File: config.mk
export PLATFORM = sky130hd
export DESIGN_NAME = fen_record_parser_flat
export DESIGN_NICKNAME = d
export VERILOG_FILES = /design/src/rtl/frp_pkg.sv /design/src/rtl/frp_if.sv /design/src/rtl/fen_record_parser.sv /design/src/rtl/frp_core.sv /design/src/rtl/frp_out_reg.sv /design/src/flat_wrapper.sv
export VERILOG_INCLUDE_DIRS = /design/src /design/src/rtl
export SDC_FILE = /design/constraint.sdc
export NUM_CORES = 2
export LEC_CHECK = 0
export BUFFER_PORTS_ARGS = -buffer_cell sky130_fd_sc_hd__buf_2
export CAP_MARGIN = 5
export CORE_MARGIN = 4
export CORE_UTILIZATION = 60
export DETAILED_ROUTE_END_ITERATION = 8
export HOLD_SLACK_MARGIN = 0.02
export PLACE_DENSITY = 0.79
export RECOVER_POWER = 100
export SLEW_MARGIN = 30
export SYNTH_ARGS = -nofsm -noshare
export SYNTH_HDL_FRONTEND = slang
export SYNTH_SLANG_ARGS = --single-unit
File: constraint.sdc
create_clock -name clk -period 52.7 [get_ports clk]
set_clock_uncertainty 0.05 [all_clocks]
set_input_delay 0 -clock clk [delete_from_list [all_inputs] [get_ports clk]]
set_output_delay 0 -clock clk [all_outputs]
set_load 0.01 [all_outputs]
File: src/rtl/fen_record_parser_defines.svh
// assertion macros for the fen record parser
`ifndef FEN_RECORD_PARSER_DEFINES_SVH
`define FEN_RECORD_PARSER_DEFINES_SVH
`ifndef SYNTHESIS
`define FRP_ASSERT(label, clk, rst_n, prop, msg) \
	label: assert property (@(posedge clk) disable iff (!rst_n) (prop)) else $error(msg);
`define FRP_ASSERT_NORST(label, clk, prop, msg) \
	label: assert property (@(posedge clk) (prop)) else $error(msg);
`else
`define FRP_ASSERT(label, clk, rst_n, prop, msg)
`define FRP_ASSERT_NORST(label, clk, prop, msg)
`endif
`endif

File: src/rtl/frp_pkg.sv
// shared types and constants of the fen record parser
package frp_pkg;
	localparam logic [7:0] CH_NUL   = 8'h00;
	localparam logic [7:0] CH_SP    = 8'h20;
	localparam logic [7:0] CH_SLASH = 8'h2f;
	localparam logic [7:0] CH_0     = 8'h30;
	localparam logic [7:0] CH_1     = 8'h31;
	localparam logic [7:0] CH_8     = 8'h38;
	localparam logic [7:0] CH_9     = 8'h39;
	localparam logic [7:0] CH_W     = 8'h77;
	localparam logic [7:0] CH_B     = 8'h62;
	localparam logic [7:0] CH_UW    = 8'h57;
	localparam logic [7:0] CH_UB    = 8'h42;
	localparam logic [7:0] CH_DASH  = 8'h2d;
	localparam logic [7:0] CH_UK    = 8'h4b;
	localparam logic [7:0] CH_UQ    = 8'h51;
	localparam logic [7:0] CH_K     = 8'h6b;
	localparam logic [7:0] CH_Q     = 8'h71;
	localparam logic [7:0] CH_A     = 8'h61;
	localparam logic [7:0] CH_H     = 8'h68;
	localparam logic [7:0] CH_P     = 8'h70;
	localparam logic [7:0] CH_N     = 8'h6e;
	localparam logic [7:0] CH_R     = 8'h72;
	localparam logic [7:0] CH_UA    = 8'h41;
	localparam logic [7:0] CH_UZ    = 8'h5a;
	localparam logic [6:0] EP_NONE  = 7'd64;
	localparam logic [16:0] CLOCK_SAT = 17'd65535;

	typedef enum logic [2:0] {
		TERM_PLACE = 3'd0, TERM_TURN = 3'd1, TERM_CASTLE = 3'd2,
		TERM_EP = 3'd3, TERM_HALF = 3'd4, TERM_FULL = 3'd5, TERM_DONE = 3'd6
	} term_t;

	typedef enum logic [4:0] {
		ERR_NONE = 5'd0, ERR_NO_POS = 5'd1, ERR_RANK_LONG = 5'd2,
		ERR_PIECE = 5'd3, ERR_RANKS = 5'd4, ERR_BOARD = 5'd5,
		ERR_NO_TURN = 5'd6, ERR_TURN_UPPER = 5'd7, ERR_TURN_CHAR = 5'd8,
		ERR_TURN_LONG = 5'd9, ERR_NO_CASTLE = 5'd10, ERR_K_TWICE = 5'd11,
		ERR_K_LATE = 5'd12, ERR_Q_TWICE = 5'd13, ERR_Q_LATE = 5'd14,
		ERR_LK_TWICE = 5'd15, ERR_LK_LATE = 5'd16, ERR_LQ_TWICE = 5'd17,
		ERR_CASTLE_CHAR = 5'd18, ERR_CASTLE_LONG = 5'd19, ERR_NO_EP = 5'd20,
		ERR_EP = 5'd21, ERR_NO_CLOCK = 5'd22, ERR_CLOCK_CHAR = 5'd23,
		ERR_CLOCK_BIG = 5'd24, ERR_TERMS = 5'd25
	} err_t;

	typedef struct packed {
		logic [63:0] pawns;
		logic [63:0] knights;
		logic [63:0] bishops;
		logic [63:0] rooks;
		logic [63:0] queens;
		logic [63:0] kings;
		logic [63:0] white_men;
		logic [63:0] black_men;
		logic [11:0] side_info;
		logic [31:0] move_clocks;
		logic [4:0]  status;
	} result_t;

	typedef struct packed {
		logic [7:0] ch;
	} item_t;

	function automatic err_t missing_code(input term_t t);
		unique case (t)
			TERM_PLACE:  missing_code = ERR_NO_POS;
			TERM_TURN:   missing_code = ERR_NO_TURN;
			TERM_CASTLE: missing_code = ERR_NO_CASTLE;
			TERM_EP:     missing_code = ERR_NO_EP;
			default:     missing_code = ERR_NO_CLOCK;
		endcase
	endfunction
endpackage

File: src/rtl/frp_if.sv
// valid/ready stream interfaces for input bytes and results
interface frp_in_if;
	import frp_pkg::*;
	logic  valid;
	logic  ready;
	item_t data;
	modport source (output valid, output data, input ready);
	modport sink (input valid, input data, output ready);
endinterface

interface frp_out_if;
	import frp_pkg::*;
	logic    valid;
	logic    ready;
	result_t data;
	modport source (output valid, output data, input ready);
	modport sink (input valid, input data, output ready);
endinterface

File: src/rtl/fen_record_parser.sv
// top level of the fen record parser
// Takes one FEN byte per cycle on byte_in and, when the terminating zero byte
// is taken, presents one result word on res_out.
// Results go through a two-entry buffer, so bytes keep flowing while a result
// waits; byte_in stalls only on a terminator when that buffer is full.
module fen_record_parser (
	input  logic     clk,
	input  logic     arst_n,
	frp_in_if.sink   byte_in,
	frp_out_if.source res_out
);
	import frp_pkg::*;

	logic    acc;
	logic    res_vld;
	logic    full;
	result_t res;

	assign byte_in.ready = !full || byte_in.data.ch != CH_NUL;
	assign acc = byte_in.valid && byte_in.ready;

	frp_core u_core (
		.clk(clk), .arst_n(arst_n), .byte_vld(acc), .ch(byte_in.data.ch),
		.res_vld(res_vld), .res(res)
	);

	frp_out_reg u_out (
		.clk(clk), .arst_n(arst_n), .wr(res_vld), .wdata(res), .full(full),
		.res_o(res_out)
	);
endmodule

File: src/rtl/frp_core.sv
// parser state and per-byte update
module frp_core (
	input  logic              clk,
	input  logic              arst_n,
	input  logic              byte_vld,
	input  logic [7:0]        ch,
	output logic              res_vld,
	output frp_pkg::result_t  res
);
	import frp_pkg::*;
	`include "fen_record_parser_defines.svh"

	term_t       term_q;
	logic [2:0]  tlen_q;
	logic        betw_q;
	logic [3:0]  rank_q;
	logic [4:0]  file_q;
	logic [6:0]  sqi_q;
	logic [63:0] bb_q [8];
	logic        black_q;
	logic [3:0]  cbits_q;
	logic [2:0]  cord_q;
	logic [7:0]  first_q;
	logic [6:0]  ep_q;
	logic [16:0] clk_q;
	logic [15:0] half_q;
	err_t        err_q;

	term_t       term_d;
	logic [2:0]  tlen_d;
	logic        betw_d;
	logic [3:0]  rank_d;
	logic [4:0]  file_d;
	logic [6:0]  sqi_d;
	logic [63:0] bb_d [8];
	logic        black_d;
	logic [3:0]  cbits_d;
	logic [2:0]  cord_d;
	logic [7:0]  first_d;
	logic [6:0]  ep_d;
	logic [16:0] clk_d;
	logic [15:0] half_d;
	err_t        err_d;
	logic        fin;

	// helpers
	logic [2:0]  p;
	logic [5:0]  idx;
	logic [5:0]  sq;
	logic [63:0] bit_m;
	logic        upper;
	logic [7:0]  low;
	logic [4:0]  fnew;
	logic [20:0] clk_mul;
	logic [3:0]  dig;

	always_comb begin
		term_d = term_q; tlen_d = tlen_q; betw_d = betw_q; rank_d = rank_q;
		file_d = file_q; sqi_d = sqi_q; bb_d = bb_q; black_d = black_q;
		cbits_d = cbits_q; cord_d = cord_q; first_d = first_q; ep_d = ep_q;
		clk_d = clk_q; half_d = half_q; err_d = err_q; fin = 1'b0;
		p = tlen_q;
		idx = sqi_q[5:0];
		sq = {~idx[5:3], idx[2:0]};
		bit_m = 64'd1 << sq;
		upper = (ch >= CH_UA) && (ch <= CH_UZ);
		low = upper ? ch + 8'd32 : ch;
		fnew = '0;
		dig = ch[3:0] - CH_0[3:0];
		clk_mul = {clk_q, 3'b000} + {3'b000, clk_q, 1'b0} + {17'd0, dig};
		if (byte_vld) begin
			if (ch == CH_NUL) begin
				fin = 1'b1;
			end else if (err_q != ERR_NONE) begin
			end else if (ch == CH_SP) begin
				if (!betw_q) begin
					fin = 1'b0;
				end
			end else if (betw_q && term_q == TERM_DONE) begin
				betw_d = 1'b0; tlen_d = '0; err_d = ERR_TERMS;
			end else begin
				if (betw_q) begin
					p = '0;
				end
				betw_d = 1'b0;
				tlen_d = (p < 3'd7) ? p + 3'd1 : p;
				if (p == 3'd0) first_d = ch;
				case (term_q)
					TERM_PLACE: begin
						if (file_q == 5'd8) begin
							if (ch != CH_SLASH) err_d = ERR_RANK_LONG;
							else begin
								file_d = '0; rank_d = rank_q + 4'd1;
								if (rank_q + 4'd1 > 4'd7) err_d = ERR_RANKS;
							end
						end else if (ch >= CH_0 && ch < CH_9) begin
							fnew = file_q + {1'b0, dig};
							file_d = fnew;
							sqi_d = sqi_q + {3'b000, dig};
							if (fnew > 5'd8) err_d = ERR_RANK_LONG;
							else if (rank_q > 4'd7) err_d = ERR_RANKS;
						end else if (low == CH_P || low == CH_N || low == CH_B ||
						             low == CH_R || low == CH_Q || low == CH_K) begin
							case (low)
								CH_P:    bb_d[0] = bb_q[0] | bit_m;
								CH_N:    bb_d[1] = bb_q[1] | bit_m;
								CH_B:    bb_d[2] = bb_q[2] | bit_m;
								CH_R:    bb_d[3] = bb_q[3] | bit_m;
								CH_Q:    bb_d[4] = bb_q[4] | bit_m;
								default: bb_d[5] = bb_q[5] | bit_m;
							endcase
							if (upper) bb_d[6] = bb_q[6] | bit_m;
							else bb_d[7] = bb_q[7] | bit_m;
							fnew = file_q + 5'd1;
							file_d = fnew;
							sqi_d = sqi_q + 7'd1;
							if (fnew > 5'd8) err_d = ERR_RANK_LONG;
							else if (rank_q > 4'd7) err_d = ERR_RANKS;
						end else begin
							err_d = ERR_PIECE;
						end
					end
					TERM_CASTLE: begin
						if (p >= 3'd4) err_d = ERR_CASTLE_LONG;
						else if (p == 3'd0 && ch == CH_DASH) begin
						end else if (p == 3'd1 && first_q == CH_DASH) err_d = ERR_CASTLE_CHAR;
						else if (ch == CH_UK) begin
							if (cord_q == 3'd1) err_d = ERR_K_TWICE;
							else if (cord_q > 3'd1) err_d = ERR_K_LATE;
							else begin cbits_d[0] = 1'b1; cord_d = 3'd1; end
						end else if (ch == CH_UQ) begin
							if (cord_q == 3'd2) err_d = ERR_Q_TWICE;
							else if (cord_q > 3'd2) err_d = ERR_Q_LATE;
							else begin cbits_d[1] = 1'b1; cord_d = 3'd2; end
						end else if (ch == CH_K) begin
							if (cord_q == 3'd3) err_d = ERR_LK_TWICE;
							else if (cord_q > 3'd3) err_d = ERR_LK_LATE;
							else begin cbits_d[2] = 1'b1; cord_d = 3'd3; end
						end else if (ch == CH_Q) begin
							if (cord_q == 3'd4) err_d = ERR_LQ_TWICE;
							else begin cbits_d[3] = 1'b1; cord_d = 3'd4; end
						end else err_d = ERR_CASTLE_CHAR;
					end
					TERM_EP: begin
						if (p == 3'd1) begin
							if (first_q >= CH_A && first_q <= CH_H && ch >= CH_1 && ch <= CH_8)
								ep_d = {1'b0, ch[2:0] - CH_1[2:0], first_q[2:0] - CH_A[2:0]};
							else err_d = ERR_EP;
						end else if (p >= 3'd2) err_d = ERR_EP;
					end
					TERM_HALF, TERM_FULL: begin
						if (ch < CH_0 || ch > CH_9) err_d = ERR_CLOCK_CHAR;
						else if (clk_mul > {4'd0, CLOCK_SAT}) clk_d = CLOCK_SAT;
						else clk_d = clk_mul[16:0];
					end
					default: begin
					end
				endcase
			end
		end
		// term end: on a space closing a term, or at the terminator
		if (byte_vld && !betw_q && err_q == ERR_NONE &&
		    (ch == CH_SP || ch == CH_NUL)) begin
			case (term_q)
				TERM_PLACE: if (rank_q < 4'd7 || file_q < 5'd8) err_d = ERR_BOARD;
				TERM_TURN: begin
					if (tlen_q > 3'd1) err_d = ERR_TURN_LONG;
					else if (first_q == CH_W) black_d = 1'b0;
					else if (first_q == CH_B) black_d = 1'b1;
					else if (first_q == CH_UB || first_q == CH_UW) err_d = ERR_TURN_UPPER;
					else err_d = ERR_TURN_CHAR;
				end
				TERM_EP: if (tlen_q == 3'd1) begin
					if (first_q == CH_DASH) ep_d = EP_NONE;
					else err_d = ERR_EP;
				end
				TERM_HALF, TERM_FULL: begin
					if (clk_q >= CLOCK_SAT) err_d = ERR_CLOCK_BIG;
					else if (term_q == TERM_HALF) begin
						half_d = clk_q[15:0]; clk_d = '0;
					end
				end
				default: begin
				end
			endcase
			if (term_q != TERM_DONE) term_d = term_t'(term_q + 3'd1);
			betw_d = 1'b1;
		end
		if (fin && err_d == ERR_NONE && term_d != TERM_DONE) err_d = missing_code(term_d);
	end

	always_comb begin
		res.status = err_d;
		if (err_d != ERR_NONE) begin
			res.pawns = '0; res.knights = '0; res.bishops = '0; res.rooks = '0;
			res.queens = '0; res.kings = '0; res.white_men = '0; res.black_men = '0;
			res.side_info = '0; res.move_clocks = '0;
		end else begin
			res.pawns = bb_d[0]; res.knights = bb_d[1]; res.bishops = bb_d[2];
			res.rooks = bb_d[3]; res.queens = bb_d[4]; res.kings = bb_d[5];
			res.white_men = bb_d[6]; res.black_men = bb_d[7];
			res.side_info = {ep_d, cbits_d, black_d};
			res.move_clocks = {clk_d[15:0], half_d};
		end
		res_vld = fin;
	end

	always_ff @(posedge clk or negedge arst_n) begin
		if (!arst_n) begin
			term_q <= TERM_PLACE; tlen_q <= '0; betw_q <= 1'b1; rank_q <= '0;
			file_q <= '0; sqi_q <= '0; black_q <= 1'b0; cbits_q <= '0;
			cord_q <= '0; first_q <= '0; ep_q <= EP_NONE; clk_q <= '0;
			half_q <= '0; err_q <= ERR_NONE;
			for (int i = 0; i < 8; i++) bb_q[i] <= '0;
		end else if (fin) begin
			term_q <= TERM_PLACE; tlen_q <= '0; betw_q <= 1'b1; rank_q <= '0;
			file_q <= '0; sqi_q <= '0; black_q <= 1'b0; cbits_q <= '0;
			cord_q <= '0; first_q <= '0; ep_q <= EP_NONE; clk_q <= '0;
			half_q <= '0; err_q <= ERR_NONE;
			for (int i = 0; i < 8; i++) bb_q[i] <= '0;
		end else begin
			term_q <= term_d; tlen_q <= tlen_d; betw_q <= betw_d; rank_q <= rank_d;
			file_q <= file_d; sqi_q <= sqi_d; black_q <= black_d; cbits_q <= cbits_d;
			cord_q <= cord_d; first_q <= first_d; ep_q <= ep_d; clk_q <= clk_d;
			half_q <= half_d; err_q <= err_d;
			bb_q <= bb_d;
		end
	end

	`FRP_ASSERT(a_err_sticky, clk, arst_n,
		(err_q != ERR_NONE && !(byte_vld && ch == CH_NUL)) |=> $stable(err_q),
		"latched error changed before terminator")
	`FRP_ASSERT(a_colors_disjoint, clk, arst_n, (bb_q[6] & bb_q[7]) == 64'd0 ||
		err_q != ERR_NONE, "square holds both colors without error")
	`FRP_ASSERT(a_clock_sat, clk, arst_n, clk_q <= CLOCK_SAT, "clock beyond saturation")
endmodule

File: src/rtl/frp_out_reg.sv
// two-entry output buffer between parser and result channel
module frp_out_reg (
	input  logic             clk,
	input  logic             arst_n,
	input  logic             wr,
	input  frp_pkg::result_t wdata,
	output logic             full,
	frp_out_if.source        res_o
);
	import frp_pkg::*;
	`include "fen_record_parser_defines.svh"

	result_t    mem_q [2];
	logic       wp_q;
	logic       rp_q;
	logic [1:0] cnt_q;
	logic       rd;

	assign rd = res_o.valid && res_o.ready;
	assign res_o.valid = cnt_q != 2'd0;
	assign res_o.data = mem_q[rp_q];
	assign full = cnt_q == 2'd2;

	always_ff @(posedge clk) begin
		if (wr) mem_q[wp_q] <= wdata;
	end

	always_ff @(posedge clk or negedge arst_n) begin
		if (!arst_n) begin
			wp_q <= 1'b0; rp_q <= 1'b0; cnt_q <= '0;
		end else begin
			if (wr) wp_q <= ~wp_q;
			if (rd) rp_q <= ~rp_q;
			cnt_q <= cnt_q + {1'b0, wr} - {1'b0, rd};
		end
	end

	`FRP_ASSERT(a_no_overflow, clk, arst_n, !(wr && full && !rd), "result buffer overflow")
	`FRP_ASSERT(a_cnt_range, clk, arst_n, cnt_q <= 2'd2, "result count out of range")
endmodule

File: src/flat_wrapper.sv
// flat-port wrapper written by rule: the top's interface ports become plain ports
module fen_record_parser_flat import frp_pkg::*;
  (clk, arst_n, byte_in_valid, byte_in_data, byte_in_ready, res_out_valid, res_out_data, res_out_ready);
  frp_in_if byte_in_i ();
  frp_out_if res_out_i ();
  input  logic clk;
  input  logic arst_n;
  input wire logic [$bits(byte_in_i.valid)-1:0] byte_in_valid;
  input wire logic [$bits(byte_in_i.data)-1:0] byte_in_data;
  output wire logic [$bits(byte_in_i.ready)-1:0] byte_in_ready;
  output wire logic [$bits(res_out_i.valid)-1:0] res_out_valid;
  output wire logic [$bits(res_out_i.data)-1:0] res_out_data;
  input wire logic [$bits(res_out_i.ready)-1:0] res_out_ready;
  assign byte_in_i.valid = byte_in_valid;
  assign byte_in_i.data = byte_in_data;
  assign byte_in_ready = byte_in_i.ready;
  assign res_out_valid = res_out_i.valid;
  assign res_out_data = res_out_i.data;
  assign res_out_i.ready = res_out_ready;
  fen_record_parser u_core (.clk(clk), .arst_n(arst_n), .byte_in(byte_in_i), .res_out(res_out_i));
endmodule
==> flow_metrics.tcl <==
set metrics [dict create \
    synth_mux_area_share_pct 9.12 \
    switching_share_pct 24.4 \
    ys_ff_latch 1721 \
    synthCells 5143 \
    synth.distinct_cells 80 \
    combPwrFrac_pct 10.5 \
    root_buffer "clkbuf_16" \
    grt_pass1_vias 46872 \
    violations "max-capacitance violations, max-slew violations" \
    dpl-instance-area_um2 77100 \
    synthSimpleGateAreaFrac_pct 13.9 \
    yosys_warnings 0 \
    ant_nets 0 \
    layout_commonest_cell "edfxtp_1" \
    setup_viol 0 \
    dr.pass1.iters 6 \
    wl_per_cell_um 29.8 \
    p_leak_nw 26.7 \
    avgSynthCellArea_um2 14.1 \
    synth-edff-count 1122 \
    relSlewSlack_pct -514 \
    ys_async_sr_fraction_pct 34.8 \
    antenna_found_initial 11 \
    worstSetupStartpointType "input pin" \
    clk_pin_slew_ps 60 \
    rows 127 \
    grt_max_degree 157 \
    cp_slowest_cell "clkbuf_1" \
    initial_core_util_pct 60.4 \
    maxCapViolCount 51 \
    p_int_w 0.00228 \
    worst_ep_required_time_ps 52970 \
    drt-total-wl_mm 221 \
    fin_setup_tns_ps 0 \
    chipWidth_um 356 \
    p_seq_share_pct 48.3 \
    cp_num_buf_inv 11 \
    route.vias.total 47425 \
    grt_first_pass_wirelength_mm 318 \
    hold_viol 0 \
    cts_inserted_buffers 170 \
    p_sw_w 0.000736 \
    ctsResizeCount 0 \
    stdcell_count 7423 \
    place_congestion 0.921 \
    status "finished with violations" \
    final_nets 5740 \
    core_um2 120000 \
    fp.dieH_um 356 \
    port_buffers 574 \
    ir_worst_vdd_v 0.0000544 \
    mostFrequentLayoutCells "1,122 x edfxtp_1, 693 x nor2_1, 597 x dfrtp_1" \
    synth_ff_type "edfxtp_1" \
    grt.total_usage_pct 34.4 \
    worstPathArrival_ps 19710 \
    synthAdderAreaFrac_pct 1.27 \
    cp_top_family "buffers and inverters" \
    cts_htree_levels 4 \
    worst_slack_ps 33260 \
    fmax_mhz 51.4 \
    p_clk_share_pct 41.2 \
    drtIter0Drc 5698 \
    placedCellCount 7078 \
    clk-insertion-delay-late_ps 800 \
    syn2layout_area_growth_pct 10.1 \
    ys_seq_area_share_pct 67.1 \
    cts_tree "yes" \
    grt_overflow_total 0 \
    dieArea_um2 126000 \
    ioPinCount 575 \
    synth_area_um2 72500 \
    drcViolationCount 0 \
    cts_setup_buffers 0 \
    synth_top_family_by_area "simple AND/OR/NAND/NOR gates" \
    path_common_cell "clkbuf_1" \
    clock_sinks 1721 \
    p_per_area_nw_per_um2 37.8 \
    fillCellCount 8763 \
    place_ws_ps 45270 \
    critical_path.max_fanout 71 \
    via_per_inst 6.39 \
    worst_pin_slew_ps 9210 \
    drive_gt1_share_pct 16.9 \
    end_kind "flop" \
    post-route-min-period_ps 19440 \
    rsz0062_at_grt "no" \
    finalInstanceArea_um2 79800 \
    synth_compound_area_share_pct 5.76 \
    crit_chain "dlygate4sd3_1 > clkbuf_1 > inv_1 > ha_1 > nand4b_1 > nor2_1 > and3_1 > inv_1 > clkbuf_1 > nor2_1 > clkbuf_1 > clkbuf_1 > clkbuf_1 > clkbuf_1 > clkbuf_1 > clkbuf_1" \
    cpPeakStageDelay_ps 3070 \
    hold_buffers 13 \
    period_share_pct 36.9 \
    worstSetupPathType "input pin to flop" \
    clock_path_buffers 3 \
    min_path_type "input pin to flop" \
    drv_slew 3698 \
    syn_nets 5226 \
    synth_xor_area_share_pct 0.290 \
    dp_hpwl_mm 140 \
]
## worst min-delay path: cells and delay by family
family / cells / cell delay (ps)
buffers and inverters: 2 / 760
muxes: 1 / 150
and+or+nand+nor: 1 / 50
## routing by layer
metal	track usage, %	part of all wire [%]
met4	19.3	6.2
met3	8.40	10
met1	46.7	38
met5	0.538	0.037
met2	51.4	46
## cell families after synthesis
kind of cell / Yosys count
AO/OA/AOI/OAI: 730
adder cells (fa/ha/maj): 71
multiplexers: 590
buffers and inverters: 382
XOR/XNOR: 24
AND/OR/NAND/NOR: 1625
flip-flops: 1721
## final timing paths
| check | slack [ps] | end | startpoint | cells after the start |
|---|---|---|---|---|
| max | 33260 | u_core.u_out.mem_q[0][182] | byte_in_data[1] | 16 |
| max reg2reg | 33980 | u_core.u_out.mem_q[0][182] | u_core.u_out.cnt_q[0] | 11 |
| min | 180 | u_core.u_core.first_q[7] | byte_in_data[7] | 4 |
| min in group asynchronous | 820 | u_core.u_core.betw_q | arst_n | 3 |
| max in group asynchronous | 41300 | u_core.u_core.bb_q[224] | arst_n | 5 |
| min reg2reg | 430 | u_core.u_core.bb_q[254] | u_core.u_core.bb_q[254] | 2 |
## Yosys cell counts (all sizes together) (4+ instances only)
library cell | instances | area, µm²
buf | 79 | 724
nor3 | 605 | 5640
and2 | 13 | 81.3
or3 | 7 | 43.8
o22ai | 11 | 68.8
a41oi | 6 | 52.6
xor2 | 8 | 70.1
o21bai | 4 | 30.0
and3 | 15 | 93.8
nor3b | 13 | 97.6
a21oi | 421 | 2110
o21a | 10 | 75.1
ha | 67 | 838
or4 | 4 | 30.0
nand2b | 21 | 131
nor2b | 17 | 106
nor4b | 6 | 52.6
a21o | 10 | 75.1
xnor2 | 16 | 140
inv | 24 | 90.1
a31oi | 143 | 895
or2 | 5 | 31.3
o31a | 4 | 35.0
or3b | 5 | 43.8
o31ai | 12 | 90.1
edfxtp | 1122 | 33700
nand4 | 15 | 93.8
nor4 | 23 | 144
mux2i | 25 | 250
dfrtp | 597 | 14900
nand3 | 34 | 170
fa | 4 | 80.1
nand4bb | 7 | 78.8
o211ai | 9 | 67.6
nor2 | 733 | 2750
a211oi | 12 | 90.1
o21ai | 53 | 265
mux2 | 565 | 6360
nand2 | 88 | 330
clkbuf | 279 | 1050
## power by group through the flow
stage	Combinational, W	Clock [W]	Sequential (W)
floorplan	0.000229	0	0.00147
global placement	0.000316	0	0.00148
detailed placement	0.000318	0	0.00148
CTS	0.000320	0.00125	0.00146
global route	0.000333	0.00131	0.00146
finish	0.000317	0.00124	0.00146
## stage by stage
| stage | hold slack, ps | utilization, % | power, W |
|---|---|---|---|
| after global routing | 174 | 66.5 | 0.00310 |
| after CTS | 139 | 69.2 | 0.00303 |
| after global placement | -12.3 | 64.0 | 0.00180 |
| after floorplan | -346 | - | 0.00170 |
| after detailed placement | -7.70 | 64.3 | 0.00180 |
| final | 177 | 66.5 | 0.00301 |
## final cells by class
| cell class | count | area, µm² | share of cell area [%] |
|---|---|---|---|
| timing repair buffer | 700 | 3490 | 4.38 |
| sequential | 1721 | 48700 | 61.0 |
| clock buffer | 238 | 4780 | 5.99 |
| tap | 1612 | 2020 | 2.53 |
| antenna | 7 | 17.5 | 0.0219 |
| clock inverter | 81 | 997 | 1.25 |
| multi-input combinational | 3040 | 19700 | 24.7 |
| inverter | 24 | 90.1 | 0.113 |
## sequential cells by signal, summed over array words and instances, names as in the netlist, 5 cells and up
name                   cells
u_core.u_core.sqi_q        6
u_core.u_core.file_q       5
u_core.u_out.mem_q      1122
u_core.u_core.err_q        5
u_core.u_core.first_q      8
u_core.u_core.ep_q         7
u_core.u_core.clk_q       17
u_core.u_core.bb_q       512
u_core.u_core.half_q      16
Power figures use the tool's default switching activity.
